### src/rtl/core/dtesc_pkg.sv
// Shared types and constants for the dual track encoder speed controller.
// Used by the controller, the datapath and the top level; no dependencies.
package dtesc_pkg;

   localparam int DEF_POSITION_BITS       = 32;
   localparam int DEF_SPEED_FRACTION_BITS = 8;

   localparam int TARGET_BITS = 32;
   localparam int GAIN_BITS   = 16;
   localparam int SPEED_BITS  = 16;
   localparam int ELAPSED_BITS = 16;
   localparam int ERR_BITS    = SPEED_BITS + 1;
   localparam int PROD_BITS   = ERR_BITS + GAIN_BITS + 1;
   localparam int PWM_BITS    = 8;

   // speed quotient: 17 bits decide saturation, larger values saturate early
   localparam int QUO_BITS        = 17;
   localparam int SPEED_SAT_SHIFT = 40;
   localparam logic [QUO_BITS-1:0] SPEED_POS_LIMIT = QUO_BITS'(32767);
   localparam logic [QUO_BITS-1:0] SPEED_NEG_LIMIT = QUO_BITS'(32768);
   localparam logic signed [SPEED_BITS-1:0] SPEED_MAX = 16'sh7fff;
   localparam logic signed [SPEED_BITS-1:0] SPEED_MIN = 16'sh8000;
   localparam int DUTY_MAX = 255;

   localparam logic [GAIN_BITS-1:0] GAIN_RESET = 16'd12800;

   localparam int CMD_BITS = 3;
   localparam logic [CMD_BITS-1:0] CMD_EDGE      = 3'd0;
   localparam logic [CMD_BITS-1:0] CMD_TICK      = 3'd1;
   localparam logic [CMD_BITS-1:0] CMD_ENABLE    = 3'd2;
   localparam logic [CMD_BITS-1:0] CMD_CLEAR     = 3'd3;
   localparam logic [CMD_BITS-1:0] CMD_CLR_FLAGS = 3'd4;

   localparam int CSR_ADDR_BITS = 2;
   localparam int CSR_DATA_BITS = 32;
   localparam logic [CSR_ADDR_BITS-1:0] REG_LEFT_TARGET  = 2'd0;
   localparam logic [CSR_ADDR_BITS-1:0] REG_RIGHT_TARGET = 2'd1;
   localparam logic [CSR_ADDR_BITS-1:0] REG_LEFT_GAIN    = 2'd2;
   localparam logic [CSR_ADDR_BITS-1:0] REG_RIGHT_GAIN   = 2'd3;

   localparam int REQ_TUSER_BITS = 4;
   localparam int REQ_TDATA_BITS = 56;
   localparam int RSP_TDATA_BITS = 88;

   typedef enum logic [3:0] {
      DP_NOP,
      DP_CAPTURE,
      DP_EDGE_STEP,
      DP_EDGE_CHECK,
      DP_ENABLE,
      DP_CLEAR,
      DP_CLR_FLAGS,
      DP_DIFF,
      DP_MAG,
      DP_LOAD,
      DP_DIV,
      DP_ERR,
      DP_MUL,
      DP_ACC,
      DP_SNAP,
      DP_PUBLISH
   } dp_op_type;

   typedef struct packed {
      dp_op_type op;
      logic      side;   // tick track: 0 left, 1 right
   } dp_cmd_type;

   typedef struct packed {
      logic div_last;
   } dp_sts_type;

endpackage

### src/rtl/core/dtesc_ctrl.sv
// Sequencer for the dual track encoder speed controller.
// Issues datapath commands and owns the request/response handshake; uses dtesc_pkg.
module dtesc_ctrl import dtesc_pkg::*; (
   input  logic                clock,
   input  logic                reset,
   input  logic                req_tvalid,
   output logic                req_tready,
   input  logic [CMD_BITS-1:0] req_command,
   output logic                rsp_tvalid,
   input  logic                rsp_tready,
   output dp_cmd_type          cmd,
   input  dp_sts_type          sts
);

   typedef enum logic [3:0] {
      S_IDLE,
      S_EDGE_STEP,
      S_EDGE_CHECK,
      S_ONE_SHOT,
      S_DIFF,
      S_MAG,
      S_LOAD,
      S_DIV,
      S_ERR,
      S_MUL,
      S_ACC,
      S_SNAP,
      S_DONE
   } state_type;

   state_type           state_ff, state_in;
   logic                side_ff, side_in;
   logic [CMD_BITS-1:0] code_ff, code_in;
   logic                rsp_valid_ff, rsp_valid_in;
   dp_op_type           op;

   always_comb begin
      state_in     = state_ff;
      side_in      = side_ff;
      code_in      = code_ff;
      op           = DP_NOP;
      req_tready   = 1'b0;
      rsp_valid_in = rsp_valid_ff && !rsp_tready;
      unique case (state_ff)
         S_IDLE: begin
            req_tready = !reset;
            if (req_tvalid) begin
               op      = DP_CAPTURE;
               code_in = req_command;
               side_in = 1'b0;
               if (req_command == CMD_EDGE) begin
                  state_in = S_EDGE_STEP;
               end else if (req_command == CMD_TICK) begin
                  state_in = S_DIFF;
               end else begin
                  state_in = S_ONE_SHOT;
               end
            end
         end
         S_EDGE_STEP: begin
            op       = DP_EDGE_STEP;
            state_in = S_EDGE_CHECK;
         end
         S_EDGE_CHECK: begin
            op       = DP_EDGE_CHECK;
            state_in = S_DONE;
         end
         S_ONE_SHOT: begin
            unique case (code_ff)
               CMD_ENABLE:    op = DP_ENABLE;
               CMD_CLEAR:     op = DP_CLEAR;
               CMD_CLR_FLAGS: op = DP_CLR_FLAGS;
               default:       op = DP_NOP;
            endcase
            state_in = S_DONE;
         end
         S_DIFF: begin
            op       = DP_DIFF;
            state_in = S_MAG;
         end
         S_MAG: begin
            op       = DP_MAG;
            state_in = S_LOAD;
         end
         S_LOAD: begin
            op       = DP_LOAD;
            state_in = S_DIV;
         end
         S_DIV: begin
            op = DP_DIV;
            if (sts.div_last) begin
               state_in = S_ERR;
            end
         end
         S_ERR: begin
            op       = DP_ERR;
            state_in = S_MUL;
         end
         S_MUL: begin
            op       = DP_MUL;
            state_in = S_ACC;
         end
         S_ACC: begin
            op = DP_ACC;
            if (side_ff) begin
               state_in = S_SNAP;
            end else begin
               side_in  = 1'b1;
               state_in = S_DIFF;
            end
         end
         S_SNAP: begin
            op       = DP_SNAP;
            state_in = S_DONE;
         end
         S_DONE: begin
            if (!rsp_valid_ff || rsp_tready) begin
               op           = DP_PUBLISH;
               rsp_valid_in = 1'b1;
               state_in     = S_IDLE;
            end
         end
         default: state_in = S_IDLE;
      endcase
   end

   always_ff @(posedge clock) begin
      if (reset) begin
         state_ff     <= S_IDLE;
         side_ff      <= 1'b0;
         code_ff      <= CMD_EDGE;
         rsp_valid_ff <= 1'b0;
      end else begin
         state_ff     <= state_in;
         side_ff      <= side_in;
         code_ff      <= code_in;
         rsp_valid_ff <= rsp_valid_in;
      end
   end

   assign rsp_tvalid = rsp_valid_ff;
   assign cmd.op     = op;
   assign cmd.side   = side_ff;

   a_accept_leaves_idle: assert property (@(posedge clock) disable iff (reset)
      (req_tvalid && req_tready) |=> (state_ff != S_IDLE))
      else $error("request accepted but sequencer stayed idle");

   a_div_exits: assert property (@(posedge clock) disable iff (reset)
      (state_ff == S_DIV && sts.div_last) |=> (state_ff == S_ERR))
      else $error("divider finished but sequencer did not move on");

   a_publish_slot_free: assert property (@(posedge clock) disable iff (reset)
      (op == DP_PUBLISH) |-> (!rsp_valid_ff || rsp_tready))
      else $error("response overwritten before it was taken");

   a_publish_valid: assert property (@(posedge clock) disable iff (reset)
      (op == DP_PUBLISH) |=> rsp_valid_ff)
      else $error("published response not flagged valid");

   a_right_after_left: assert property (@(posedge clock) disable iff (reset)
      (state_ff == S_ACC && !side_ff) |=> (state_ff == S_DIFF && side_ff))
      else $error("right track not processed after left track");

endmodule

### src/rtl/core/dtesc_dp.sv
// Datapath: configuration, encoder counts, shared speed divider,
// shared gain multiplier and duty accumulators. Uses dtesc_pkg.
module dtesc_dp import dtesc_pkg::*; #(
   parameter int POSITION_BITS       = DEF_POSITION_BITS,
   parameter int SPEED_FRACTION_BITS = DEF_SPEED_FRACTION_BITS
) (
   input  logic                           clock,
   input  logic                           reset,
   input  dp_cmd_type                     cmd,
   output dp_sts_type                     sts,
   input  logic                           req_track,
   input  logic                           req_phase_b,
   input  logic [ELAPSED_BITS-1:0]        req_elapsed_ms,
   input  logic signed [SPEED_BITS-1:0]   req_left_speed_target,
   input  logic signed [SPEED_BITS-1:0]   req_right_speed_target,
   input  logic                           csr_we,
   input  logic [CSR_ADDR_BITS-1:0]       csr_addr,
   input  logic [CSR_DATA_BITS-1:0]       csr_wdata,
   output logic [RSP_TDATA_BITS-1:0]      rsp_tdata
);

   localparam int PB       = POSITION_BITS;
   localparam int SFB      = SPEED_FRACTION_BITS;
   localparam int CW       = (PB > TARGET_BITS) ? PB : TARGET_BITS;
   localparam int MAGW     = (PB < SPEED_SAT_SHIFT) ? PB : SPEED_SAT_SHIFT;
   localparam int DW       = MAGW + SFB;
   localparam int ACC_FRAC = SFB + 8;
   localparam int AW       = ACC_FRAC + PWM_BITS;
   localparam int SW       = ((AW > PROD_BITS) ? AW : PROD_BITS) + 1;
   localparam int QCW      = $clog2(QUO_BITS);
   localparam logic [AW-1:0] ACC_MAX = AW'(DUTY_MAX) << ACC_FRAC;

   // configuration
   logic [TARGET_BITS-1:0] ltgt_ff, ltgt_in, rtgt_ff, rtgt_in;
   logic [GAIN_BITS-1:0]   lgain_ff, lgain_in, rgain_ff, rgain_in;
   // architectural state
   logic [PB-1:0] lcnt_ff, lcnt_in, rcnt_ff, rcnt_in;
   logic [PB-1:0] lprev_ff, lprev_in, rprev_ff, rprev_in;
   logic [AW-1:0] lacc_ff, lacc_in, racc_ff, racc_in;
   logic          lreach_ff, lreach_in, rreach_ff, rreach_in;
   logic          ldrv_ff, ldrv_in, rdrv_ff, rdrv_in;
   logic [QCW-1:0] div_cnt_ff, div_cnt_in;
   // request payload and work registers
   logic                         track_ff, track_in, phase_ff, phase_in;
   logic [ELAPSED_BITS-1:0]      el_ff, el_in;
   logic signed [SPEED_BITS-1:0] lspt_ff, lspt_in, rspt_ff, rspt_in;
   logic [PB-1:0]                diff_ff, diff_in, mag_ff, mag_in;
   logic                         neg_ff, neg_in, sat_ff, sat_in;
   logic [ELAPSED_BITS-1:0]      rem_ff, rem_in;
   logic [QUO_BITS-1:0]          dsh_ff, dsh_in, quo_ff, quo_in;
   logic signed [ERR_BITS-1:0]   err_ff, err_in;
   logic signed [PROD_BITS-1:0]  prod_ff, prod_in;
   logic [RSP_TDATA_BITS-1:0]    rsp_ff, rsp_in;

   // combinational helpers
   logic [PB-1:0]                edge_cnt, edge_next, tick_cnt, tick_prev;
   logic [TARGET_BITS-1:0]       edge_tgt;
   logic signed [CW-1:0]         cnt_ext, tgt_ext, lpos_ext, rpos_ext;
   logic                         edge_reach;
   logic [DW-1:0]                dvd, dvd_hi;
   logic                         huge;
   logic [ELAPSED_BITS:0]        trial;
   logic                         trial_ok;
   logic signed [SPEED_BITS-1:0] speed, tick_spt;
   logic [GAIN_BITS-1:0]         tick_gain;
   logic [AW-1:0]                tick_acc, acc_new;
   logic signed [SW-1:0]         acc_sum;

   always_comb begin
      edge_cnt   = track_ff ? rcnt_ff : lcnt_ff;
      edge_tgt   = track_ff ? rtgt_ff : ltgt_ff;
      edge_next  = phase_ff ? edge_cnt - PB'(1) : edge_cnt + PB'(1);
      cnt_ext    = CW'($signed(edge_cnt));
      tgt_ext    = CW'($signed(edge_tgt));
      edge_reach = cnt_ext >= tgt_ext;

      tick_cnt  = cmd.side ? rcnt_ff : lcnt_ff;
      tick_prev = cmd.side ? rprev_ff : lprev_ff;
      tick_spt  = cmd.side ? rspt_ff : lspt_ff;
      tick_gain = cmd.side ? rgain_ff : lgain_ff;
      tick_acc  = cmd.side ? racc_ff : lacc_ff;

      huge   = (mag_ff >> SPEED_SAT_SHIFT) != '0;
      dvd    = DW'(mag_ff) << SFB;
      dvd_hi = dvd >> QUO_BITS;

      trial    = {rem_ff, dsh_ff[QUO_BITS-1]};
      trial_ok = trial >= {1'b0, el_ff};

      if (sat_ff) begin
         speed = neg_ff ? SPEED_MIN : SPEED_MAX;
      end else if (neg_ff) begin
         speed = (quo_ff > SPEED_NEG_LIMIT) ? SPEED_MIN : SPEED_BITS'(-quo_ff);
      end else begin
         speed = (quo_ff > SPEED_POS_LIMIT) ? SPEED_MAX : SPEED_BITS'(quo_ff);
      end

      acc_sum = $signed(SW'(tick_acc)) + SW'(prod_ff);
      if (acc_sum < 0) begin
         acc_new = '0;
      end else if (acc_sum > $signed(SW'(ACC_MAX))) begin
         acc_new = ACC_MAX;
      end else begin
         acc_new = AW'(acc_sum);
      end

      lpos_ext = CW'($signed(lcnt_ff));
      rpos_ext = CW'($signed(rcnt_ff));
   end

   always_comb begin
      ltgt_in    = ltgt_ff;
      rtgt_in    = rtgt_ff;
      lgain_in   = lgain_ff;
      rgain_in   = rgain_ff;
      lcnt_in    = lcnt_ff;
      rcnt_in    = rcnt_ff;
      lprev_in   = lprev_ff;
      rprev_in   = rprev_ff;
      lacc_in    = lacc_ff;
      racc_in    = racc_ff;
      lreach_in  = lreach_ff;
      rreach_in  = rreach_ff;
      ldrv_in    = ldrv_ff;
      rdrv_in    = rdrv_ff;
      div_cnt_in = div_cnt_ff;
      track_in   = track_ff;
      phase_in   = phase_ff;
      el_in      = el_ff;
      lspt_in    = lspt_ff;
      rspt_in    = rspt_ff;
      diff_in    = diff_ff;
      mag_in     = mag_ff;
      neg_in     = neg_ff;
      sat_in     = sat_ff;
      rem_in     = rem_ff;
      dsh_in     = dsh_ff;
      quo_in     = quo_ff;
      err_in     = err_ff;
      prod_in    = prod_ff;
      rsp_in     = rsp_ff;

      if (csr_we) begin
         unique case (csr_addr)
            REG_LEFT_TARGET:  ltgt_in  = csr_wdata;
            REG_RIGHT_TARGET: rtgt_in  = csr_wdata;
            REG_LEFT_GAIN:    lgain_in = GAIN_BITS'(csr_wdata);
            REG_RIGHT_GAIN:   rgain_in = GAIN_BITS'(csr_wdata);
            default: ;
         endcase
      end

      unique case (cmd.op)
         DP_CAPTURE: begin
            track_in = req_track;
            phase_in = req_phase_b;
            el_in    = (req_elapsed_ms == '0) ? ELAPSED_BITS'(1) : req_elapsed_ms;
            lspt_in  = req_left_speed_target;
            rspt_in  = req_right_speed_target;
         end
         DP_EDGE_STEP: begin
            if (track_ff) begin
               rcnt_in = edge_next;
            end else begin
               lcnt_in = edge_next;
            end
         end
         DP_EDGE_CHECK: begin
            if (track_ff) begin
               if (edge_reach && !rreach_ff) begin
                  rreach_in = 1'b1;
                  rdrv_in   = 1'b0;
               end
            end else begin
               if (edge_reach && !lreach_ff) begin
                  lreach_in = 1'b1;
                  ldrv_in   = 1'b0;
               end
            end
         end
         DP_ENABLE: begin
            ldrv_in  = 1'b1;
            rdrv_in  = 1'b1;
            lacc_in  = '0;
            racc_in  = '0;
            lprev_in = lcnt_ff;
            rprev_in = rcnt_ff;
         end
         DP_CLEAR: begin
            lcnt_in = '0;
            rcnt_in = '0;
         end
         DP_CLR_FLAGS: begin
            lreach_in = 1'b0;
            rreach_in = 1'b0;
         end
         DP_DIFF: diff_in = tick_cnt - tick_prev;
         DP_MAG: begin
            neg_in = diff_ff[PB-1];
            mag_in = diff_ff[PB-1] ? -diff_ff : diff_ff;
         end
         DP_LOAD: begin
            // quotient of 2^17 or more saturates either way
            sat_in     = huge || (dvd_hi >= DW'(el_ff));
            rem_in     = ELAPSED_BITS'(dvd_hi);
            dsh_in     = dvd[QUO_BITS-1:0];
            quo_in     = '0;
            div_cnt_in = '0;
         end
         DP_DIV: begin
            rem_in     = trial_ok ? ELAPSED_BITS'(trial - {1'b0, el_ff})
                                  : ELAPSED_BITS'(trial);
            quo_in     = {quo_ff[QUO_BITS-2:0], trial_ok};
            dsh_in     = dsh_ff << 1;
            div_cnt_in = div_cnt_ff + QCW'(1);
         end
         DP_ERR: err_in = ERR_BITS'(tick_spt) - ERR_BITS'(speed);
         DP_MUL: prod_in = PROD_BITS'(err_ff) * PROD_BITS'($signed({1'b0, tick_gain}));
         DP_ACC: begin
            if (cmd.side) begin
               racc_in = acc_new;
            end else begin
               lacc_in = acc_new;
            end
         end
         DP_SNAP: begin
            lprev_in = lcnt_ff;
            rprev_in = rcnt_ff;
         end
         DP_PUBLISH: begin
            rsp_in = RSP_TDATA_BITS'({lreach_ff && rreach_ff,
                                      rpos_ext[TARGET_BITS-1:0],
                                      lpos_ext[TARGET_BITS-1:0],
                                      rdrv_ff, ldrv_ff,
                                      racc_ff[AW-1:ACC_FRAC],
                                      lacc_ff[AW-1:ACC_FRAC]});
         end
         default: ;
      endcase
   end

   always_ff @(posedge clock) begin
      if (reset) begin
         ltgt_ff    <= '0;
         rtgt_ff    <= '0;
         lgain_ff   <= GAIN_RESET;
         rgain_ff   <= GAIN_RESET;
         lcnt_ff    <= '0;
         rcnt_ff    <= '0;
         lprev_ff   <= '0;
         rprev_ff   <= '0;
         lacc_ff    <= '0;
         racc_ff    <= '0;
         lreach_ff  <= 1'b0;
         rreach_ff  <= 1'b0;
         ldrv_ff    <= 1'b0;
         rdrv_ff    <= 1'b0;
         div_cnt_ff <= '0;
      end else begin
         ltgt_ff    <= ltgt_in;
         rtgt_ff    <= rtgt_in;
         lgain_ff   <= lgain_in;
         rgain_ff   <= rgain_in;
         lcnt_ff    <= lcnt_in;
         rcnt_ff    <= rcnt_in;
         lprev_ff   <= lprev_in;
         rprev_ff   <= rprev_in;
         lacc_ff    <= lacc_in;
         racc_ff    <= racc_in;
         lreach_ff  <= lreach_in;
         rreach_ff  <= rreach_in;
         ldrv_ff    <= ldrv_in;
         rdrv_ff    <= rdrv_in;
         div_cnt_ff <= div_cnt_in;
      end
   end

   always_ff @(posedge clock) begin
      track_ff <= track_in;
      phase_ff <= phase_in;
      el_ff    <= el_in;
      lspt_ff  <= lspt_in;
      rspt_ff  <= rspt_in;
      diff_ff  <= diff_in;
      mag_ff   <= mag_in;
      neg_ff   <= neg_in;
      sat_ff   <= sat_in;
      rem_ff   <= rem_in;
      dsh_ff   <= dsh_in;
      quo_ff   <= quo_in;
      err_ff   <= err_in;
      prod_ff  <= prod_in;
      rsp_ff   <= rsp_in;
   end

   assign sts.div_last = div_cnt_ff == QCW'(QUO_BITS - 1);
   assign rsp_tdata    = rsp_ff;

endmodule

### src/rtl/core/dual_track_encoder_speed_controller_top.sv
// Sequence: an encoder edge is captured, stepped and checked, and enable/clear/flag
// commands are captured and executed, before the response is published; a control
// tick runs the 17-step shared speed divider once per track plus multiply and add.
// One request in flight: a new request is accepted only after the response to the
// previous one has been published.
// Reset (synchronous): counts, snapshots, duty and flags zero, drives off, targets 0, gains 50.0.
module dual_track_encoder_speed_controller_top import dtesc_pkg::*; #(
   parameter int POSITION_BITS       = DEF_POSITION_BITS,
   parameter int SPEED_FRACTION_BITS = DEF_SPEED_FRACTION_BITS
) (
   input  logic                      clock,
   input  logic                      reset,
   input  logic                      req_tvalid,
   output logic                      req_tready,
   // [0] phase_b, [16:1] elapsed_ms, [32:17] left_speed_target,
   // [48:33] right_speed_target, rest zero
   input  logic [REQ_TDATA_BITS-1:0] req_tdata,
   // [2:0] command, [3] track_select
   input  logic [REQ_TUSER_BITS-1:0] req_tuser,
   output logic                      rsp_tvalid,
   input  logic                      rsp_tready,
   // [7:0] left_pwm, [15:8] right_pwm, [16] left_drive_on, [17] right_drive_on,
   // [49:18] left_position, [81:50] right_position, [82] both_at_target, rest zero
   output logic [RSP_TDATA_BITS-1:0] rsp_tdata,
   input  logic                      csr_we,
   input  logic [CSR_ADDR_BITS-1:0]  csr_addr,
   input  logic [CSR_DATA_BITS-1:0]  csr_wdata
);

   dp_cmd_type cmd;
   dp_sts_type sts;

   dtesc_ctrl u_ctrl (
      .clock       (clock),
      .reset       (reset),
      .req_tvalid  (req_tvalid),
      .req_tready  (req_tready),
      .req_command (req_tuser[CMD_BITS-1:0]),
      .rsp_tvalid  (rsp_tvalid),
      .rsp_tready  (rsp_tready),
      .cmd         (cmd),
      .sts         (sts)
   );

   dtesc_dp #(
      .POSITION_BITS       (POSITION_BITS),
      .SPEED_FRACTION_BITS (SPEED_FRACTION_BITS)
   ) u_dp (
      .clock                  (clock),
      .reset                  (reset),
      .cmd                    (cmd),
      .sts                    (sts),
      .req_track              (req_tuser[CMD_BITS]),
      .req_phase_b            (req_tdata[0]),
      .req_elapsed_ms         (req_tdata[16:1]),
      .req_left_speed_target  ($signed(req_tdata[32:17])),
      .req_right_speed_target ($signed(req_tdata[48:33])),
      .csr_we                 (csr_we),
      .csr_addr               (csr_addr),
      .csr_wdata              (csr_wdata),
      .rsp_tdata              (rsp_tdata)
   );

endmodule
### config.mk
export PLATFORM = sky130hd
export DESIGN_NAME = dual_track_encoder_speed_controller_top
export DESIGN_NICKNAME = d
export VERILOG_FILES = /design/src/rtl/core/dtesc_pkg.sv /design/src/rtl/core/dtesc_ctrl.sv /design/src/rtl/core/dtesc_dp.sv /design/src/rtl/core/dual_track_encoder_speed_controller_top.sv
export SDC_FILE = /design/constraint.sdc
export NUM_CORES = 2
export LEC_CHECK = 0
export CAP_MARGIN = 20
export CORE_MARGIN = 2
export CORE_UTILIZATION = 55
export CTS_BUF_LIST = sky130_fd_sc_hd__clkbuf_2
export DETAILED_ROUTE_END_ITERATION = 8
export DONT_BUFFER_PORTS = 1
export PLACE_DENSITY = 0.73
export SETUP_SLACK_MARGIN = 0.02
export SLEW_MARGIN = 20
export SYNTH_ARGS = -nofsm -noshare
export SYNTH_HDL_FRONTEND = slang
export SYNTH_SLANG_ARGS = --single-unit
### constraint.sdc
create_clock -name clock -period 11.8 [get_ports clock]
set_input_delay 2.36 -clock clock [delete_from_list [all_inputs] [get_ports clock]]
set_output_delay 2.36 -clock clock [all_outputs]
set_load 0.05 [all_outputs]
* Word-level counts from Yosys, hierarchy flattened
Index checks and enable logic that the tools add are counted.
Widths: inputs -> output; s select.
** Storage, ports and cells
- Register bits :: 590
- Latch bits :: 0
- Memory bits (writable) :: 0
- ROM bits :: 0
- Output and inout bits :: 90
- Word-level logic and storage cells :: 192
- Memories kept :: 0
** Cells by class
- Add/sub/neg operators :: 9
- $mul :: 1
- Div/mod/pow operators :: 0
- Magnitude comparators :: 7
- Eq/ne operators :: 46
- Shifts and indexed selects :: 0
- Mux-type cells :: 57
- Bitwise logic cells :: 0
- Reductions and logical operators :: 37
** Operator list (count)
- $mux 32 :: 7
- $mux 16 :: 8
- $pmux 32 s2 :: 2
- $mux 24 :: 5
- $pmux 24 s2 :: 2
- $pmux 17 s2 :: 2
- $eq 4x4->1 const B :: 13
- $pmux 4 s13 :: 1
- $pmux 4 s11 :: 1
- $add 25x34->35 :: 1
- $gt 35x25->1 const B :: 1
- $lt 35x1->1 const B :: 1
- $mul 17x17->34 :: 1
- $add 32x1->32 const B :: 1
- $eq 4x3->1 const B :: 8
- $ge 32x32->1 :: 1
- $neg 32->32 :: 1
- $pmux 16 s2 :: 1
- $sub 32x1->32 const B :: 1
- $sub 32x32->32 :: 1
- $mux 31 :: 1
- $mux 4 :: 6
- $ge 23x16->1 :: 1
- $reduce_and 2->1 :: 10
- other kinds (33) :: 80

* Logic depth before layout (Yosys ltp)
- Depth in word-level cells :: 7
- Depth in mapped cells :: 27
- Depth with buffers taken out :: 24

* Modules after synthesis
Synthesis repeated with hierarchy kept, for this count alone.
** Second synthesis, totals
- Cell total of the unflattened synthesis :: 4344
- Area, all modules :: 41185.8 um^2
** By module, submodules not included
- dtesc_dp :: instances 1, cells each 4249, area an instance 40486.3 um^2
- dtesc_ctrl :: instances 1, cells each 95, area an instance 699.4 um^2

* Worst setup path before layout
Ideal clock, no wire load.
- Path kind :: in2reg
- Start point :: input rsp_tready
- End point :: register u_dp.rsp_ff[0] (netlist: u_dp.rsp_tdata[0]) (enable)
- Library setup time :: 729 ps
- Data arrival time :: 10250 ps
- Setup slack :: 821 ps
- Cell stages on the path :: 2
- Buffers on the path :: 0
- Cells stage by stage :: nor2b_1 -> nor4_1
** On the way
- Longest elaborated chain between the ends :: 4
** RTL lines
- start: declaration :: line dual_track_encoder_speed_controller_top.sv:21 : input logic rsp_tready,
- $logic_or 1x1->1 :: line dtesc_ctrl.sv:117 : if (!rsp_valid_ff || rsp_tready) begin
- $mux 4 :: line dtesc_ctrl.sv:117
- $pmux 4 s13 :: line dtesc_ctrl.sv:44 : unique case (state_ff)
- $eq 4x4->1 :: line dtesc_dp.sv:153 : unique case (cmd.op)
- end signal: assignment :: line dtesc_dp.sv:293 : rsp_ff <= rsp_in;
- end: declaration :: line dtesc_dp.sv:53 : logic [RSP_TDATA_BITS-1:0] rsp_ff, rsp_in;
No other way between the ends.
A chain may end at the register's enable or synchronous reset.

* Worst setup path in the final report
- Start point :: register u_ctrl.side_ff
- End point :: register u_dp.prod_ff[33] (data pin)
** On the way
- Longest elaborated chain between the ends :: 2
** RTL lines
- start: declaration :: line dtesc_ctrl.sv:32 : logic side_ff, side_in;
- start signal: assignment :: line dtesc_ctrl.sv:135 : side_ff <= side_in;
- $mux 16 :: line dtesc_dp.sv:80 : tick_gain = cmd.side ? rgain_ff : lgain_ff;
- $mul 17x17->34 :: line dtesc_dp.sv:218 : DP_MUL: prod_in = PROD_BITS'(err_ff) * PROD_BITS'($signed({1'b0, tick_gain}));
- end signal: assignment :: line dtesc_dp.sv:292 : prod_ff <= prod_in;
- end: declaration :: line dtesc_dp.sv:52 : logic signed [PROD_BITS-1:0] prod_ff, prod_in;
No other way between the ends.

==> reports/results.ini <==
[sta]
drv_slew = 0
fin_crit_ns = 8.13
finalSetupViolations = 0
fin_ws_ns = 3.67
finClkSkew_ns = 0.128
final_hold_viol_count = 0
rsz0062_at_grt = false
relSlewSlack_pct = 22.8
worst_pin_slew_ns = 1.15
fmax_ghz = 0.123
period_share_pct = 68.9
finalSetupTns_ns = 0

[floorplanning]
initial_utilization_pct = 55.5
dieWidth_um = 278
core_area_mm2 = 0.0743
dieArea_mm2 = 0.0772
num_io_pins = 189
fp.dieH_um = 278
rows = 100

[outcome]
status = finished, final reports clean

[yosys]
avgSynthCellArea_um2 = 9.48
yosysSeqAreaShare_pct = 35.3
syn_area_mm2 = 0.0412
synthArstFlopShare_pct = 0
yosys_warnings = 0
yosysUniqueCellTypes = 88
yosys_register_bits = 582
synth-main-ff-cell = edfxtp_1
synth_edf_count = 292
postSynthCellCount = 4351

[setup_path]
timing.rr.start = u_ctrl.side_ff$_SDFFE_PP0P_
critical_path.cell_chain = mux2_2, nand2_1, inv_1, fa_1, inv_1, fa_1, fa_1, inv_1, fa_1, fa_1, inv_1, fa_1, inv_1, ha_1, a21o_1, a21oi_1, nor2b_1, o311ai_0, o311ai_0, buf_4, o41a_1, or4_1, a2111oi_0, nor3b_1
crit_arrival_ns = 9.16
required_ns = 12.83
path_class = reg2reg
cp_slowest_cell = dfxtp_4
cpPeakStageDelay_ns = 0.74
endpoint_kind = register
rr_endpoint = u_dp.prod_ff[33]$_DFFE_PN_
start_kind = register
crit_path_frequent_cell = fa_1
reg2reg_slack_ns = 3.67
worst_r2r_path_depth = 24
critPathMaxFanout = 31

[grt]
grt_overflow = 0
grt_max_degree = 193
grt_usage_pct = 26.2
grt_pass1_wl_um = 162000
antenna_found_initial = 2
grt_pass1_vias = 30362

[clock_network]
cts_tree = yes
postCtsHoldBufs = 0
cts_made_buffers = 154
cts_sinks = 582
clock_path_buffers = 3
cts_setup_buffers = 0
htree_levels = 4
clk_latency_ns = 1.40
cts.repair.resized = 0
clkSlewWorstSetupHoldPaths_ns = 0.10
cts-root-buf = clkbuf_2

[cells_and_area]
drive_gt1_share_pct = 10.2
stdcell_count = 5436
stdcell_area_mm2 = 0.0435
finish.utilization_pct = 58.5
synthToLayoutAreaGrowth_pct = 5.42
final_common_cell = nand2_1
final_nets = 4984
layout_common_cells = nand2_1, inv_1, a21oi_1, edfxtp_1, dfxtp_1

[hold_path]
min_to = u_dp.rsp_tdata[0]$_DFFE_PN_
holdPathStages = 0
hp-class = reg2reg
min_from = u_dp.lacc_ff[16]$_SDFFE_PP0P_

[place]
dp_slack_ns = 3.74
io_buffers = 0
dp_hpwl_um = 73100
placed_cell_area_mm2 = 0.0420
routabilityCongestion = 0.902
placed_cells = 5157

[run]
drv_cap = 0

[detailed_routing]
routed_wl_um = 100000
drc = 0
vias = 31567
first_iter_violations = 2695
viasPerCell = 5.81
ant_nets = 0
dr.pass1.iters = 5
avgRoutedWirePerCell_um = 18.4

[pwr]
leakage_uw = 0.0184
pwr_density_cell_mw_per_mm2 = 209
vdd.ir_drop.worst_v = 0.000200

[per-layer routing]
layer / global-route usage (%) / share of wire [%]
met4: 9.60 / 3.0
met5: 0 / 0
met2: 40.1 / 44
met3: 5.54 / 8.6
met1: 36.7 / 44
[power by group]
part / total (uW) / switching, uW / leakage [uW] / internal (uW)
Sequential: 2890 / 302 / 0.00504 / 2590
Combinational: 4730 / 2690 / 0.0122 / 2040
Clock: 1450 / 891 / 0.00110 / 554
[state kept, by name, summed over array words and instances (netlist names), 5 cells and up]
name,flops
u_dp.rsp_tdata,83
u_dp.lspt_ff,16
u_dp.lprev_ff,32
u_dp.rgain_ff,16
u_dp.div_cnt_ff,5
u_dp.mag_ff,32
u_dp.dsh_ff,9
u_dp.diff_ff,32
u_dp.ltgt_ff,32
u_dp.lacc_ff,24
u_dp.rspt_ff,16
u_dp.rem_ff,16
u_dp.rprev_ff,32
u_dp.racc_ff,24
u_dp.quo_ff,17
u_dp.el_ff,16
u_dp.prod_ff,34
u_dp.rtgt_ff,32
u_dp.rcnt_ff,32
u_dp.err_ff,17
u_dp.lcnt_ff,32
u_dp.lgain_ff,16
[kinds of logic (layout without fill, tap and decap cells)]
logic type / after synthesis / count (layout) / share of synthesized area [%]
AND/OR/NAND/NOR: 1430 / 1430 / 16.0
AO/OA/AOI/OAI: 798 / 798 / 12.5
buffers and inverters: 636 / 743 / 5.90
flip-flops: 582 / 582 / 35.3
adder cells (fa/ha/maj): 541 / 541 / 21.6
multiplexers: 207 / 207 / 5.36
XOR/XNOR: 156 / 156 / 3.31
other: 1 / 10 / 0.00909
[cell usage after synthesis, types with 18 or more instances]
master,count,area [um^2]
edfxtp_1,292,8770
o31ai_1,21,158
or3_1,23,144
a21o_1,57,428
o21a_1,34,255
nand3_1,75,375
nand2b_1,19,119
xnor2_1,123,1080
nor4_1,25,156
fa_1,284,5690
a31oi_1,18,113
o21ai_0,101,505
nor2_1,194,728
nor2b_1,109,682
mux2i_1,96,961
dfxtp_1,290,5810
nor3_1,58,290
clkbuf_1,180,676
ha_1,257,3220
and3_1,31,194
xor2_1,33,289
inv_1,432,1620
nand2_1,733,2750
o41ai_1,24,210
a21oi_1,331,1660
and2_1,56,350
nand4_1,34,213
mux2_2,111,1250
a211oi_1,24,180
nand3b_1,18,135
[through the flow]
step                      hold WS [ns]  power [uW]
final                            0.451        9060
after global routing             0.466        9890
after CTS                        0.421        9120
after detailed placement         0.434        7640
after global placement           0.425        7530
after floorplan                  0.409        6570
[layout make-up]
| type | count | area [um^2] |
|---|---|---|
| sequential | 582 | 14600 |
| antenna | 5 | 12.5 |
| tap | 969 | 1210 |
| fill | 6544 | 30900 |
| inverter | 433 | 1630 |
| timing repair buffer | 36 | 270 |
| clock inverter | 52 | 337 |
| clock buffer | 222 | 1110 |
| multi-input combinational | 3137 | 24300 |
[critical path, delay by kind of cell (launching register included)]
family	cells	cell delay, ns
muxes	1	0.58
and+or+nand+nor	4	1.00
DFF	1	0.74
adders and majority gates	7	3.44
buffers and inverters	6	0.49
AOI/OAI and AO/OA	6	1.58
[how the worst max path moves through the flow]
stage                                      from                     endpoint  slack (ns)  cells past startpoint
floorplan                            rsp_tready  u_dp.rsp_tdata[0]$_DFFE_PN_        0.82                      2
global placement    u_ctrl.side_ff$_SDFFE_PP0P_   u_dp.prod_ff[33]$_DFFE_PN_        3.79                     24
detailed placement  u_ctrl.side_ff$_SDFFE_PP0P_   u_dp.prod_ff[33]$_DFFE_PN_        3.74                     24
CTS                 u_ctrl.side_ff$_SDFFE_PP0P_   u_dp.prod_ff[33]$_DFFE_PN_        3.71                     24
global route        u_ctrl.side_ff$_SDFFE_PP0P_   u_dp.prod_ff[33]$_DFFE_PN_        3.41                     24
finish              u_ctrl.side_ff$_SDFFE_PP0P_   u_dp.prod_ff[33]$_DFFE_PN_        3.67                     24
(Power assumes the default switching activity.)
